File: config.mk
export PLATFORM = sky130hd
export DESIGN_NAME = integer_to_radix_text
export DESIGN_NICKNAME = d
export VERILOG_FILES = /design/src/design/itrt_pkg.sv /design/src/design/itrt_front.sv /design/src/design/itrt_queue.sv /design/src/design/itrt_back.sv /design/src/design/integer_to_radix_text.sv
export SDC_FILE = /design/constraint.sdc
export NUM_CORES = 1
export LEC_CHECK = 0
export CAP_MARGIN = 20
export CELL_PAD_IN_SITES_DETAIL_PLACEMENT = 0
export CELL_PAD_IN_SITES_GLOBAL_PLACEMENT = 1
export CORE_ASPECT_RATIO = 1.1
export CORE_UTILIZATION = 60
export CTS_BUF_LIST = sky130_fd_sc_hd__clkbuf_4 sky130_fd_sc_hd__clkbuf_8
export DETAILED_ROUTE_END_ITERATION = 6
export DONT_BUFFER_PORTS = 1
export GPL_ROUTABILITY_DRIVEN = 0
export PLACE_DENSITY = 0.91
export SLEW_MARGIN = 15
export SYNTH_ARGS = -nofsm -noshare
export SYNTH_HDL_FRONTEND = slang
export SYNTH_SLANG_ARGS = --single-unit
File: constraint.sdc
create_clock -name clk -period 28.4 [get_ports clk]
set_clock_uncertainty 0.05 [all_clocks]
set_input_delay 5.68 -clock clk [delete_from_list [all_inputs] [get_ports clk]]
set_output_delay 5.68 -clock clk [all_outputs]
set_load 0.01 [all_outputs]
File: src/design/itrt_pkg.sv
// Shared types, constants and helpers for the integer-to-radix text converter.
package itrt_pkg;

	localparam int VALUE_BITS_DEF = 32;
	localparam int RADIX_W        = 6;
	localparam int CHAR_W         = 7;
	localparam int DIV_STEPS      = 4;
	localparam int QUEUE_DEPTH    = 2;

	localparam logic [RADIX_W-1:0] RADIX_MIN = 6'd2;
	localparam logic [RADIX_W-1:0] RADIX_MAX = 6'd36;

	localparam logic [CHAR_W-1:0] MINUS_CHAR = 7'd45;
	localparam logic [CHAR_W-1:0] ZERO_CHAR  = 7'd48;
	localparam logic [CHAR_W-1:0] ALPHA_BASE = 7'd87;
	localparam logic [CHAR_W-1:0] ERROR_CHAR = 7'd0;
	localparam logic [RADIX_W-1:0] DEC_DIGITS = 6'd10;

	// classification travelling from front to back with each word
	typedef struct packed {
		logic               err;
		logic               neg;
		logic [RADIX_W-1:0] radix;
	} itrt_ctl_t;

	typedef enum logic [2:0] {
		ST_IDLE,
		ST_DIV,
		ST_PRE,
		ST_MINUS,
		ST_EMIT,
		ST_ERR
	} itrt_state_t;

	function automatic logic [CHAR_W-1:0] digit_to_char(input logic [RADIX_W-1:0] d);
		logic [CHAR_W-1:0] dx;
		dx = CHAR_W'(d);
		if (d < DEC_DIGITS)
			return dx + ZERO_CHAR;
		return dx + ALPHA_BASE;
	endfunction

endpackage

File: src/design/itrt_front.sv
// Front end: takes a word, checks the radix, and forms sign and magnitude.
module itrt_front import itrt_pkg::*; #(
	parameter int VALUE_BITS = VALUE_BITS_DEF
) (
	input  logic                  start,
	input  logic [VALUE_BITS-1:0] value,
	input  logic [RADIX_W-1:0]    radix,
	input  logic                  mode,
	input  logic                  q_full,
	output logic                  busy,
	output logic                  push,
	output itrt_ctl_t             push_ctl,
	output logic [VALUE_BITS-1:0] push_mag
);

	logic neg;

	always_comb begin
		neg            = mode & value[VALUE_BITS-1];
		busy           = q_full;
		push           = start & ~q_full;
		push_ctl.err   = (radix < RADIX_MIN) || (radix > RADIX_MAX);
		push_ctl.neg   = neg;
		push_ctl.radix = radix;
		// most negative value negates to itself, which reads right as unsigned
		push_mag       = neg ? (~value + VALUE_BITS'(1)) : value;
	end

endmodule

File: src/design/itrt_queue.sv
// Short queue between front and back.
module itrt_queue import itrt_pkg::*; #(
	parameter int MAG_W = VALUE_BITS_DEF
) (
	input  logic             clk,
	input  logic             arst_n,
	input  logic             push,
	input  itrt_ctl_t        push_ctl,
	input  logic [MAG_W-1:0] push_mag,
	input  logic             pop,
	output logic             full,
	output logic             empty,
	output itrt_ctl_t        head_ctl,
	output logic [MAG_W-1:0] head_mag
);

	localparam int PTR_W = $clog2(QUEUE_DEPTH);
	localparam int CNT_W = $clog2(QUEUE_DEPTH + 1);

	itrt_ctl_t        ctl_mem [QUEUE_DEPTH];
	logic [MAG_W-1:0] mag_mem [QUEUE_DEPTH];
	logic [PTR_W-1:0] wr_ptr_q;
	logic [PTR_W-1:0] rd_ptr_q;
	logic [CNT_W-1:0] cnt_q;

	assign full     = (cnt_q == CNT_W'(QUEUE_DEPTH));
	assign empty    = (cnt_q == '0);
	assign head_ctl = ctl_mem[rd_ptr_q];
	assign head_mag = mag_mem[rd_ptr_q];

	always_ff @(posedge clk or negedge arst_n) begin
		if (!arst_n) begin
			wr_ptr_q <= '0;
			rd_ptr_q <= '0;
			cnt_q    <= '0;
		end else begin
			if (push)
				wr_ptr_q <= wr_ptr_q + PTR_W'(1);
			if (pop)
				rd_ptr_q <= rd_ptr_q + PTR_W'(1);
			if (push && !pop)
				cnt_q <= cnt_q + CNT_W'(1);
			else if (pop && !push)
				cnt_q <= cnt_q - CNT_W'(1);
		end
	end

	always_ff @(posedge clk) begin
		if (push) begin
			ctl_mem[wr_ptr_q] <= push_ctl;
			mag_mem[wr_ptr_q] <= push_mag;
		end
	end

`ifndef SYNTHESIS
	a_no_overflow: assert property (@(posedge clk) disable iff (!arst_n)
		full |-> !push) else $error("queue written while full");
	a_no_underflow: assert property (@(posedge clk) disable iff (!arst_n)
		empty |-> !pop) else $error("queue read while empty");
`endif

endmodule

File: src/design/itrt_back.sv
// Back end: digit division, digit store and character emission.
module itrt_back import itrt_pkg::*; #(
	parameter int VALUE_BITS = VALUE_BITS_DEF
) (
	input  logic                  clk,
	input  logic                  arst_n,
	input  logic                  q_empty,
	input  itrt_ctl_t             head_ctl,
	input  logic [VALUE_BITS-1:0] head_mag,
	output logic                  pop,
	output logic                  strobe,
	output logic [CHAR_W-1:0]     text_char,
	output logic                  last,
	output logic                  error
);

	localparam int STORE_DEPTH = VALUE_BITS + 1;
	localparam int IDX_W       = $clog2(STORE_DEPTH);
	localparam int DIV_CYC     = (VALUE_BITS + DIV_STEPS - 1) / DIV_STEPS;
	localparam int PAD_W       = DIV_CYC * DIV_STEPS;
	localparam int DC_W        = (DIV_CYC > 1) ? $clog2(DIV_CYC) : 1;

	itrt_state_t state_q, state_d;

	logic [CHAR_W-1:0]  store_mem [STORE_DEPTH];
	logic [CHAR_W-1:0]  rd_data_q;
	logic [IDX_W-1:0]   rd_addr;
	logic [IDX_W-1:0]   idx_q;
	logic [DC_W-1:0]    div_cnt_q;
	logic [RADIX_W-1:0] rem_q;
	logic [RADIX_W-1:0] radix_q;
	logic [PAD_W-1:0]   quo_q;
	logic               neg_q;

	logic [RADIX_W-1:0]   rem_next;
	logic [DIV_STEPS-1:0] qbits;
	logic [PAD_W-1:0]     quo_next;
	logic                 div_last;
	logic                 load;
	logic                 digit_wr;

	// DIV_STEPS restoring-division steps per cycle on the narrow remainder
	always_comb begin
		logic [RADIX_W:0] t;
		rem_next = rem_q;
		qbits    = '0;
		t        = '0;
		for (int i = 0; i < DIV_STEPS; i++) begin
			t = {rem_next, quo_q[PAD_W-1-i]};
			if (t >= {1'b0, radix_q}) begin
				t = t - {1'b0, radix_q};
				qbits[DIV_STEPS-1-i] = 1'b1;
			end
			rem_next = t[RADIX_W-1:0];
		end
		quo_next = {quo_q[PAD_W-DIV_STEPS-1:0], qbits};
	end

	assign div_last = (div_cnt_q == DC_W'(DIV_CYC - 1));

	always_comb begin
		state_d   = state_q;
		pop       = 1'b0;
		load      = 1'b0;
		digit_wr  = 1'b0;
		strobe    = 1'b0;
		text_char = ERROR_CHAR;
		last      = 1'b0;
		error     = 1'b0;
		rd_addr   = idx_q;
		unique case (state_q)
			ST_IDLE: begin
				if (!q_empty) begin
					pop = 1'b1;
					if (head_ctl.err) begin
						state_d = ST_ERR;
					end else begin
						load    = 1'b1;
						state_d = ST_DIV;
					end
				end
			end
			ST_DIV: begin
				if (div_last) begin
					digit_wr = 1'b1;
					if (quo_next == '0)
						state_d = ST_PRE;
				end
			end
			ST_PRE: begin
				state_d = neg_q ? ST_MINUS : ST_EMIT;
			end
			ST_MINUS: begin
				strobe    = 1'b1;
				text_char = MINUS_CHAR;
				state_d   = ST_EMIT;
			end
			ST_EMIT: begin
				strobe    = 1'b1;
				text_char = rd_data_q;
				last      = (idx_q == '0);
				if (idx_q != '0)
					rd_addr = idx_q - IDX_W'(1);
				if (idx_q == '0)
					state_d = ST_IDLE;
			end
			ST_ERR: begin
				strobe    = 1'b1;
				text_char = ERROR_CHAR;
				last      = 1'b1;
				error     = 1'b1;
				state_d   = ST_IDLE;
			end
			default: state_d = ST_IDLE;
		endcase
	end

	always_ff @(posedge clk or negedge arst_n) begin
		if (!arst_n) begin
			state_q   <= ST_IDLE;
			idx_q     <= '0;
			div_cnt_q <= '0;
		end else begin
			state_q <= state_d;
			if (load) begin
				idx_q     <= '0;
				div_cnt_q <= '0;
			end else if (state_q == ST_DIV) begin
				div_cnt_q <= div_last ? '0 : div_cnt_q + DC_W'(1);
				if (digit_wr && quo_next != '0)
					idx_q <= idx_q + IDX_W'(1);
			end else if (state_q == ST_EMIT && idx_q != '0) begin
				idx_q <= idx_q - IDX_W'(1);
			end
		end
	end

	always_ff @(posedge clk) begin
		if (load) begin
			quo_q   <= PAD_W'(head_mag);
			radix_q <= head_ctl.radix;
			neg_q   <= head_ctl.neg;
			rem_q   <= '0;
		end else if (state_q == ST_DIV) begin
			quo_q <= quo_next;
			rem_q <= div_last ? '0 : rem_next;
		end
	end

	always_ff @(posedge clk) begin
		if (digit_wr)
			store_mem[idx_q] <= digit_to_char(rem_next);
		rd_data_q <= store_mem[rd_addr];
	end

`ifndef SYNTHESIS
	a_last_ends: assert property (@(posedge clk) disable iff (!arst_n)
		(strobe && last) |=> (state_q == ST_IDLE)) else $error("word after last");
	a_err_is_last: assert property (@(posedge clk) disable iff (!arst_n)
		(strobe && error) |-> last) else $error("error word not last");
	a_minus_not_last: assert property (@(posedge clk) disable iff (!arst_n)
		(state_q == ST_MINUS) |=> (state_q == ST_EMIT && strobe))
		else $error("sign not followed by digits");
	a_emit_in_range: assert property (@(posedge clk) disable iff (!arst_n)
		(strobe && !error) |-> (idx_q < IDX_W'(VALUE_BITS))) else $error("digit index range");
`endif

endmodule

File: src/design/integer_to_radix_text.sv
// Converts one integer to ASCII text in radix 2..36, most significant digit first.
// A word is taken when start is high and busy is low; busy rises only while the
// two-entry input queue is full. The back end divides the magnitude by the radix
// four quotient bits per cycle, giving one digit per division; after the last
// digit a separate state reads the digit store, then one character leaves per
// cycle, a leading '-' first for a negative signed value. At 32 bits the worst
// case is radix 2, with 32 digits and 33 characters. A bad radix gives one word
// with error and last set, in the cycle after it reaches the back end.
// Results appear for one cycle with strobe and cannot be held off: the receiver
// must take every strobed word.
module integer_to_radix_text import itrt_pkg::*; #(
	parameter int VALUE_BITS = VALUE_BITS_DEF
) (
	input  logic                  clk,
	input  logic                  arst_n,
	input  logic                  start,
	output logic                  busy,
	input  logic [VALUE_BITS-1:0] value,
	input  logic [RADIX_W-1:0]    radix,
	input  logic                  mode,
	output logic                  strobe,
	output logic [CHAR_W-1:0]     text_char,
	output logic                  last,
	output logic                  error
);

	logic                  push;
	logic                  pop;
	logic                  q_full;
	logic                  q_empty;
	itrt_ctl_t             push_ctl;
	itrt_ctl_t             head_ctl;
	logic [VALUE_BITS-1:0] push_mag;
	logic [VALUE_BITS-1:0] head_mag;

	itrt_front #(.VALUE_BITS(VALUE_BITS)) u_front (
		.start    (start),
		.value    (value),
		.radix    (radix),
		.mode     (mode),
		.q_full   (q_full),
		.busy     (busy),
		.push     (push),
		.push_ctl (push_ctl),
		.push_mag (push_mag)
	);

	itrt_queue #(.MAG_W(VALUE_BITS)) u_queue (
		.clk      (clk),
		.arst_n   (arst_n),
		.push     (push),
		.push_ctl (push_ctl),
		.push_mag (push_mag),
		.pop      (pop),
		.full     (q_full),
		.empty    (q_empty),
		.head_ctl (head_ctl),
		.head_mag (head_mag)
	);

	itrt_back #(.VALUE_BITS(VALUE_BITS)) u_back (
		.clk       (clk),
		.arst_n    (arst_n),
		.q_empty   (q_empty),
		.head_ctl  (head_ctl),
		.head_mag  (head_mag),
		.pop       (pop),
		.strobe    (strobe),
		.text_char (text_char),
		.last      (last),
		.error     (error)
	);

endmodule
Yosys cells after proc, flatten, opt, wreduce, memory -nomap -nowiden

Memory sizes are Yosys's and may differ from the RTL's. A register that Yosys moved wholly into a read port is not among the register bits.
Index checks and enable logic that the tools add are counted.

Add/subtract/negate cells: 14
$mul: 0
Divide/modulo/power cells: 0
Order comparisons: 7
Equal/unequal tests: 12
Shift-type cells: 0
Multiplexer cells: 50
Bitwise operators: 4
Reductions and logical operators: 19

Operators by type and width:

| cell                                                   | count |
|---|---|
| 2-to-1 mux 32 bit                                      | 3 |
| 2-to-1 mux 6 bit                                       | 11 |
| adder 32 x 1 -> 32 bit (second input constant)         | 1 |
| zero test 32 bit                                       | 1 |
| inverter 32 bit                                        | 1 |
| nonzero test 32 bit                                    | 1 |
| >= comparator 7 x 6 -> 1 bit                           | 4 |
| 2-to-1 mux 3 bit                                       | 9 |
| subtractor 6 bit                                       | 4 |
| 2-to-1 mux 7 bit                                       | 3 |
| 2-to-1 mux 1 bit                                       | 19 |
| case mux 3 bit (5 select lines)                        | 1 |
| case mux 7 bit (2 select lines)                        | 1 |
| equality test 3 bit (second input constant)            | 3 |
| adder 6 x 6 -> 7 bit (second input constant)           | 1 |
| adder 6 x 7 -> 7 bit (second input constant)           | 1 |
| adder 6 x 1 -> 6 bit (second input constant)           | 1 |
| equality test 3 x 2 -> 1 bit (second input constant)   | 2 |
| > comparator 6 bit (second input constant)             | 1 |
| zero test 6 bit                                        | 1 |
| < comparator 6 x 2 -> 1 bit (second input constant)    | 1 |
| < comparator 6 x 4 -> 1 bit (second input constant)    | 1 |
| inequality test 2 x 1 -> 1 bit (second input constant) | 3 |
| nonzero test 6 bit                                     | 1 |
| 23 further kinds                                       | 31 |

Flip-flop bits (word level): 61
Bits in latches: 0
Bits in writable memories: 311
Bits in read-only memories: 0
Input bits: 42
Logic and storage cells: 119
Memories kept: 3

Memory list:

| memory           | depth | width | rd ports | clocked after memory_dff | write ports | RTL line         | text |
|---|---|---|---|---|---|---|---|
| u_back.store_mem | 33    | 7     | 1        | 1                        | 1           | itrt_back.sv:25  | `logic [CHAR_W-1:0] store_mem [STORE_DEPTH];` |
| u_queue.mag_mem  | 2     | 32    | 1        | 0                        | 1           | itrt_queue.sv:21 | `logic [MAG_W-1:0] mag_mem [QUEUE_DEPTH];` |
| u_queue.ctl_mem  | 2     | 8     | 1        | 0                        | 1           | itrt_queue.sv:20 | `itrt_ctl_t ctl_mem [QUEUE_DEPTH];` |

Depth between registers and ports, before layout

Depth in word-level cells: 13
Depth in mapped cells: 42
Gate-level depth less buffers: 40

By module

From an unflattened synthesis, not the netlist that was laid out.

Cell total of the unflattened synthesis: 1,259
Area, all modules: 18,103.6 µm²

By module, submodules not included:

| module     | times used | cells each | area each (µm²) | seq. area each (µm²) |
|---|---|---|---|---|
| itrt_back  | 1          | 978        | 13,865.8        | 8,668.3 |
| itrt_queue | 1          | 141        | 3,276.9         | 2,502.4 |
| itrt_front | 1          | 140        | 960.9           | 0.0 |

Least setup slack after synthesis

OpenSTA, ideal clock, no wires.

Path type: reg2reg
From: reg u_back.radix_q[1]
To: mem u_back.store_mem[0][6] (data pin)
Arrival time: 8,879 ps
Slack: 19,019 ps
Cell stages (with the launch flop): 35
Buffers on the path: 2
Cells stage by stage: edfxtp_1 inv_1 ha_1 a211oi_2 o311ai_4 mux2_2 ha_1 a211oi_1 o21ai_0 a221oi_4 nand2_4 o21ai_0 inv_1 ha_1 nor2b_1 o31a_1 o211ai_1 nand2_1 or2_4 mux2i_4 buf_6 mux2_2 ha_1 a21oi_1 o21ai_0 a21o_1 a21oi_1 nand2_1 a2bb2oi_2 buf_6 a221o_1 inv_1 ha_1 a31oi_4 nor3_1

Longest elaborated chain between the ends: 13

Ends and longest elaborated chain:

| what                                                                    | RTL line                         | text |
|---|---|---|
| start: declaration                                                      | itrt_back.sv:31                  | `logic [RADIX_W-1:0] radix_q;` |
| start signal: assignment                                                | itrt_back.sv:141                 | `radix_q <= head_ctl.radix;` |
| subtractor 6 bit / >= comparator 7 x 6 -> 1 bit (equally long branches) | itrt_back.sv:51, itrt_back.sv:50 |  |
| 2-to-1 mux 6 bit                                                        | itrt_back.sv:50                  | `if (t >= {1'b0, radix_q}) begin` |
| subtractor 6 bit / >= comparator 7 x 6 -> 1 bit (equally long branches) | itrt_back.sv:51, itrt_back.sv:50 |  |
| 2-to-1 mux 6 bit                                                        | itrt_back.sv:50                  |  |
| subtractor 6 bit / >= comparator 7 x 6 -> 1 bit (equally long branches) | itrt_back.sv:51, itrt_back.sv:50 |  |
| 2-to-1 mux 6 bit                                                        | itrt_back.sv:50                  |  |
| subtractor 6 bit / >= comparator 7 x 6 -> 1 bit (equally long branches) | itrt_back.sv:51, itrt_back.sv:50 |  |
| 2-to-1 mux 6 bit (*)                                                    | itrt_back.sv:50                  |  |
| < comparator 6 x 4 -> 1 bit                                             | itrt_pkg.sv:38                   | `if (d < DEC_DIGITS)` |
| 2-to-1 mux 1 bit                                                        | itrt_pkg.sv:38                   |  |
| 2-to-1 mux 1 bit                                                        | itrt_back.sv:151                 | `if (digit_wr)` |
| 2-to-1 mux 7 bit (*)                                                    | itrt_pkg.sv:40                   | `return dx + ALPHA_BASE;` |
| 2-to-1 mux 7 bit (*)                                                    | itrt_back.sv:151                 |  |
| end: declaration                                                        | itrt_back.sv:25                  |  |

Mark *: on every way between the ends. The rest lies on a longest branch, timed or not. The select of a mux whose other input is x is not followed.

Worst setup path in the final report

From: reg u_back.radix_q[1]
To: mem u_back.store_mem[15][5] (data pin)

The elaborated chain is that of the path after synthesis.

==> metrics <==
outcome=finished, final reports clean; Setup crit start kind=flip-flop; post-synth net total=1281; Max-cap violations=0; vias in the first global route=10090; Slowest cell on crit path=edfxtp_1; GRT Util Overall=0.2395; number of buffers inserted by hold repair at cts=0; crit path time final=9.848 ns; Synth Instances=1199; placed insts=1525; Remaining Overflow, GRT=0; P&R area growth vs syn=8.899%; Synth top area share=0.6058; Root Driver=clkbuf_8; Synth top cells by count=edfxtp_1, nand2_1, nor2_1; endpoints failing hold=0; Worst-Skew Late Latency=0.60 ns; placed cell area=17730 um2; final WL=34580 um; Final nets=1302; Req. time, crit path=28.70 ns; initial antenna violation count=0; WHS Path Cells=1; endpoints failing setup=0; Top FF cell, synth=edfxtp_1; post-synthesis cell type count=82; crit path kind=flip-flop to flip-flop; WL/cell=21.23 um; R2R setup slack=18.55 ns; Endpoint, Worst Hold=u_queue.cnt_q[1]; critical hold path startpoint=u_queue.cnt_q[1]; Antenna Cells=0; synth warn=0; largest net degree at the start of global routing=66; post-CTS setup buffers=0; CTS buffer count=56; synth top area cells=edfxtp_1, mux4_2, nand2_1; CTS tree=yes; Routed Antenna Nets=0; Die Wd=164.1 um; crit-path max cell delay=0.56 ns; non-filler instance count after layout=1629; fin crit share=0.3468; Rows=64; Crit. End Element=flip-flop; HP Class=flip-flop to flip-flop; share of cells above drive strength 1=0.1714; Setup TNS=0 ns; Crit Path Max Fanout=33; Core Area=28110 um2; Crit path top cell by count=ha_1; R2R cell count=33; DR iter-0 viols=999; Num Clock Sinks=379; post-DP HPWL=22860 um; final instance area=18890 um2; data arrival time of the worst path=10.15 ns; post-synth top area cell=edfxtp_1; Resized Gates After CTS=0; starting density of the core=0.6173; vias=10006; number of H-tree levels=2; clock slew at reported path FFs=0.06 ns; Syn Std Cell Area=17350 um2; count leader, synth=edfxtp_1; Worst Tran Pin Value=1.063 ns; fraction of registers with async set/reset=0.04222; first-pass GRT wire length=53850 um; drt pass-1 iters=7; Max Fclk=101.5 MHz; Slew headroom=0.2862; DRC viols=0; die height=180.4 um; final hold slack=0.4397 ns; Clock Path Buffers=3; Max Transition Viols Final=0; Via density=6.142; Mean Syn Cell Area=14.47 um2; die area=29600 um2; EDFF count, synth=350; synthesized flop and latch total=379; Ports=53; # port buffers=0; sequential fraction of the synthesis area=0.6438; RSZ-0062 raised after global routing=no; worst flop-to-flop path endpoint=u_back.store_mem[15][5]; Reg-to-Reg Start=u_back.radix_q[1]
registers in the layout, summed over array words and instances (netlist names):
register / flops
u_queue.wr_ptr_q: 1
u_queue.rd_ptr_q: 1
u_back.quo_q: 32
u_queue.ctl_mem: 16
u_back.idx_q: 6
u_queue.mag_mem: 64
u_back.radix_q: 6
u_queue.cnt_q: 2
u_back.state_q: 3
u_back.store_mem: 231
u_back.neg_q: 1
u_back.rd_data_q: 7
u_back.div_cnt_q: 3
u_back.rem_q: 6
kinds of logic (layout without fill, tap and decap cells):
logic type	after synthesis	in the layout	synth area share
AND/OR/NAND/NOR	334	334	0.09007
adder cells (fa/ha/maj)	40	40	0.03058
flip-flops	379	379	0.6438
XOR/XNOR	54	54	0.02769
AO/OA/AOI/OAI	190	190	0.07637
buffers and inverters	90	157	0.02372
multiplexers	112	112	0.1077
per-stage QoR:
step	setup slack, ns	util
final	18.55	0.6722
after global routing	17.86	0.6722
after CTS	18.58	0.6720
after detailed placement	18.63	0.6310
after global placement	19.12	0.6310
after floorplan	19.02	-
final cells by class:
class / count / area [um2]
sequential: 379 / 11170
clock buffer: 74 / 924.6
inverter: 39 / 146.4
multi-input combinational: 730 / 5864
timing repair buffer: 14 / 105.1
clock inverter: 30 / 227.7
fill: 1935 / 9213
tap: 363 / 454.2
layer usage:
layer  wire length [um]  track usage  up-vias
met2              17300       0.4079      343
met3               2233      0.04120       81
li1                   -            -     4624
met4               1057      0.07778        0
met1              13990       0.3111     4958
met5                  0            0        -
worst max path at each step:
stage                     depth (start not counted)  slack (ns)                      end               from
after floorplan                                  34       19.02   u_back.store_mem[0][6]  u_back.radix_q[1]
after global placement                           33       19.12  u_back.store_mem[20][5]  u_back.radix_q[1]
after detailed placement                         30       18.63  u_back.store_mem[22][3]  u_back.radix_q[1]
after CTS                                        30       18.58  u_back.store_mem[15][3]  u_back.radix_q[1]
after global routing                             36       17.86  u_back.store_mem[14][1]  u_back.radix_q[1]
final                                            33       18.55  u_back.store_mem[15][5]  u_back.radix_q[1]
layout by cell type, fill, tap and decap left out, drive strengths merged, types with 4 or more instances in the layout:
| cell type | Yosys | final |
|---|---|---|
| nor2 | 92 | 92 |
| clkbuf | 29 | 74 |
| mux4 | 56 | 56 |
| xnor2 | 31 | 31 |
| fa | 4 | 4 |
| a31oi | 13 | 13 |
| buf | 22 | 14 |
| a21o | 5 | 5 |
| a211oi | 14 | 14 |
| or3 | 4 | 4 |
| clkinv | 1 | 24 |
| o21ai | 57 | 57 |
| nor3 | 17 | 17 |
| a221o | 4 | 4 |
| xor2 | 23 | 23 |
| nand2b | 12 | 12 |
| nand3 | 20 | 20 |
| and2 | 12 | 12 |
| nor2b | 8 | 8 |
| nand2 | 127 | 127 |
| nand4 | 7 | 7 |
| mux2 | 15 | 15 |
| o21a | 7 | 7 |
| dfxtp | 13 | 13 |
| dfrtp | 16 | 16 |
| a311o | 7 | 7 |
| a22o | 5 | 5 |
| inv | 38 | 39 |
| ha | 36 | 36 |
| edfxtp | 350 | 350 |
| nor4 | 11 | 11 |
| and3 | 10 | 10 |
| o211ai | 10 | 10 |
| a21oi | 40 | 40 |
| nand3b | 6 | 6 |
| mux2i | 41 | 41 |
| o31ai | 9 | 9 |
worst max-delay path, delay by kind of cell, from the launching register on:
family / cells / cell delay [ns]
multiplexers: 5 / 1.71
adder cells (fa/ha/maj): 5 / 1.69
AND/OR/NAND/NOR: 4 / 0.90
buffers and inverters: 4 / 0.81
flip-flops: 1 / 0.56
AO/OA/AOI/OAI: 15 / 3.84
Power is left out: the tool's default activity adds up to more than one toggle a clock period on the data nets, which glitch-free logic cannot reach.
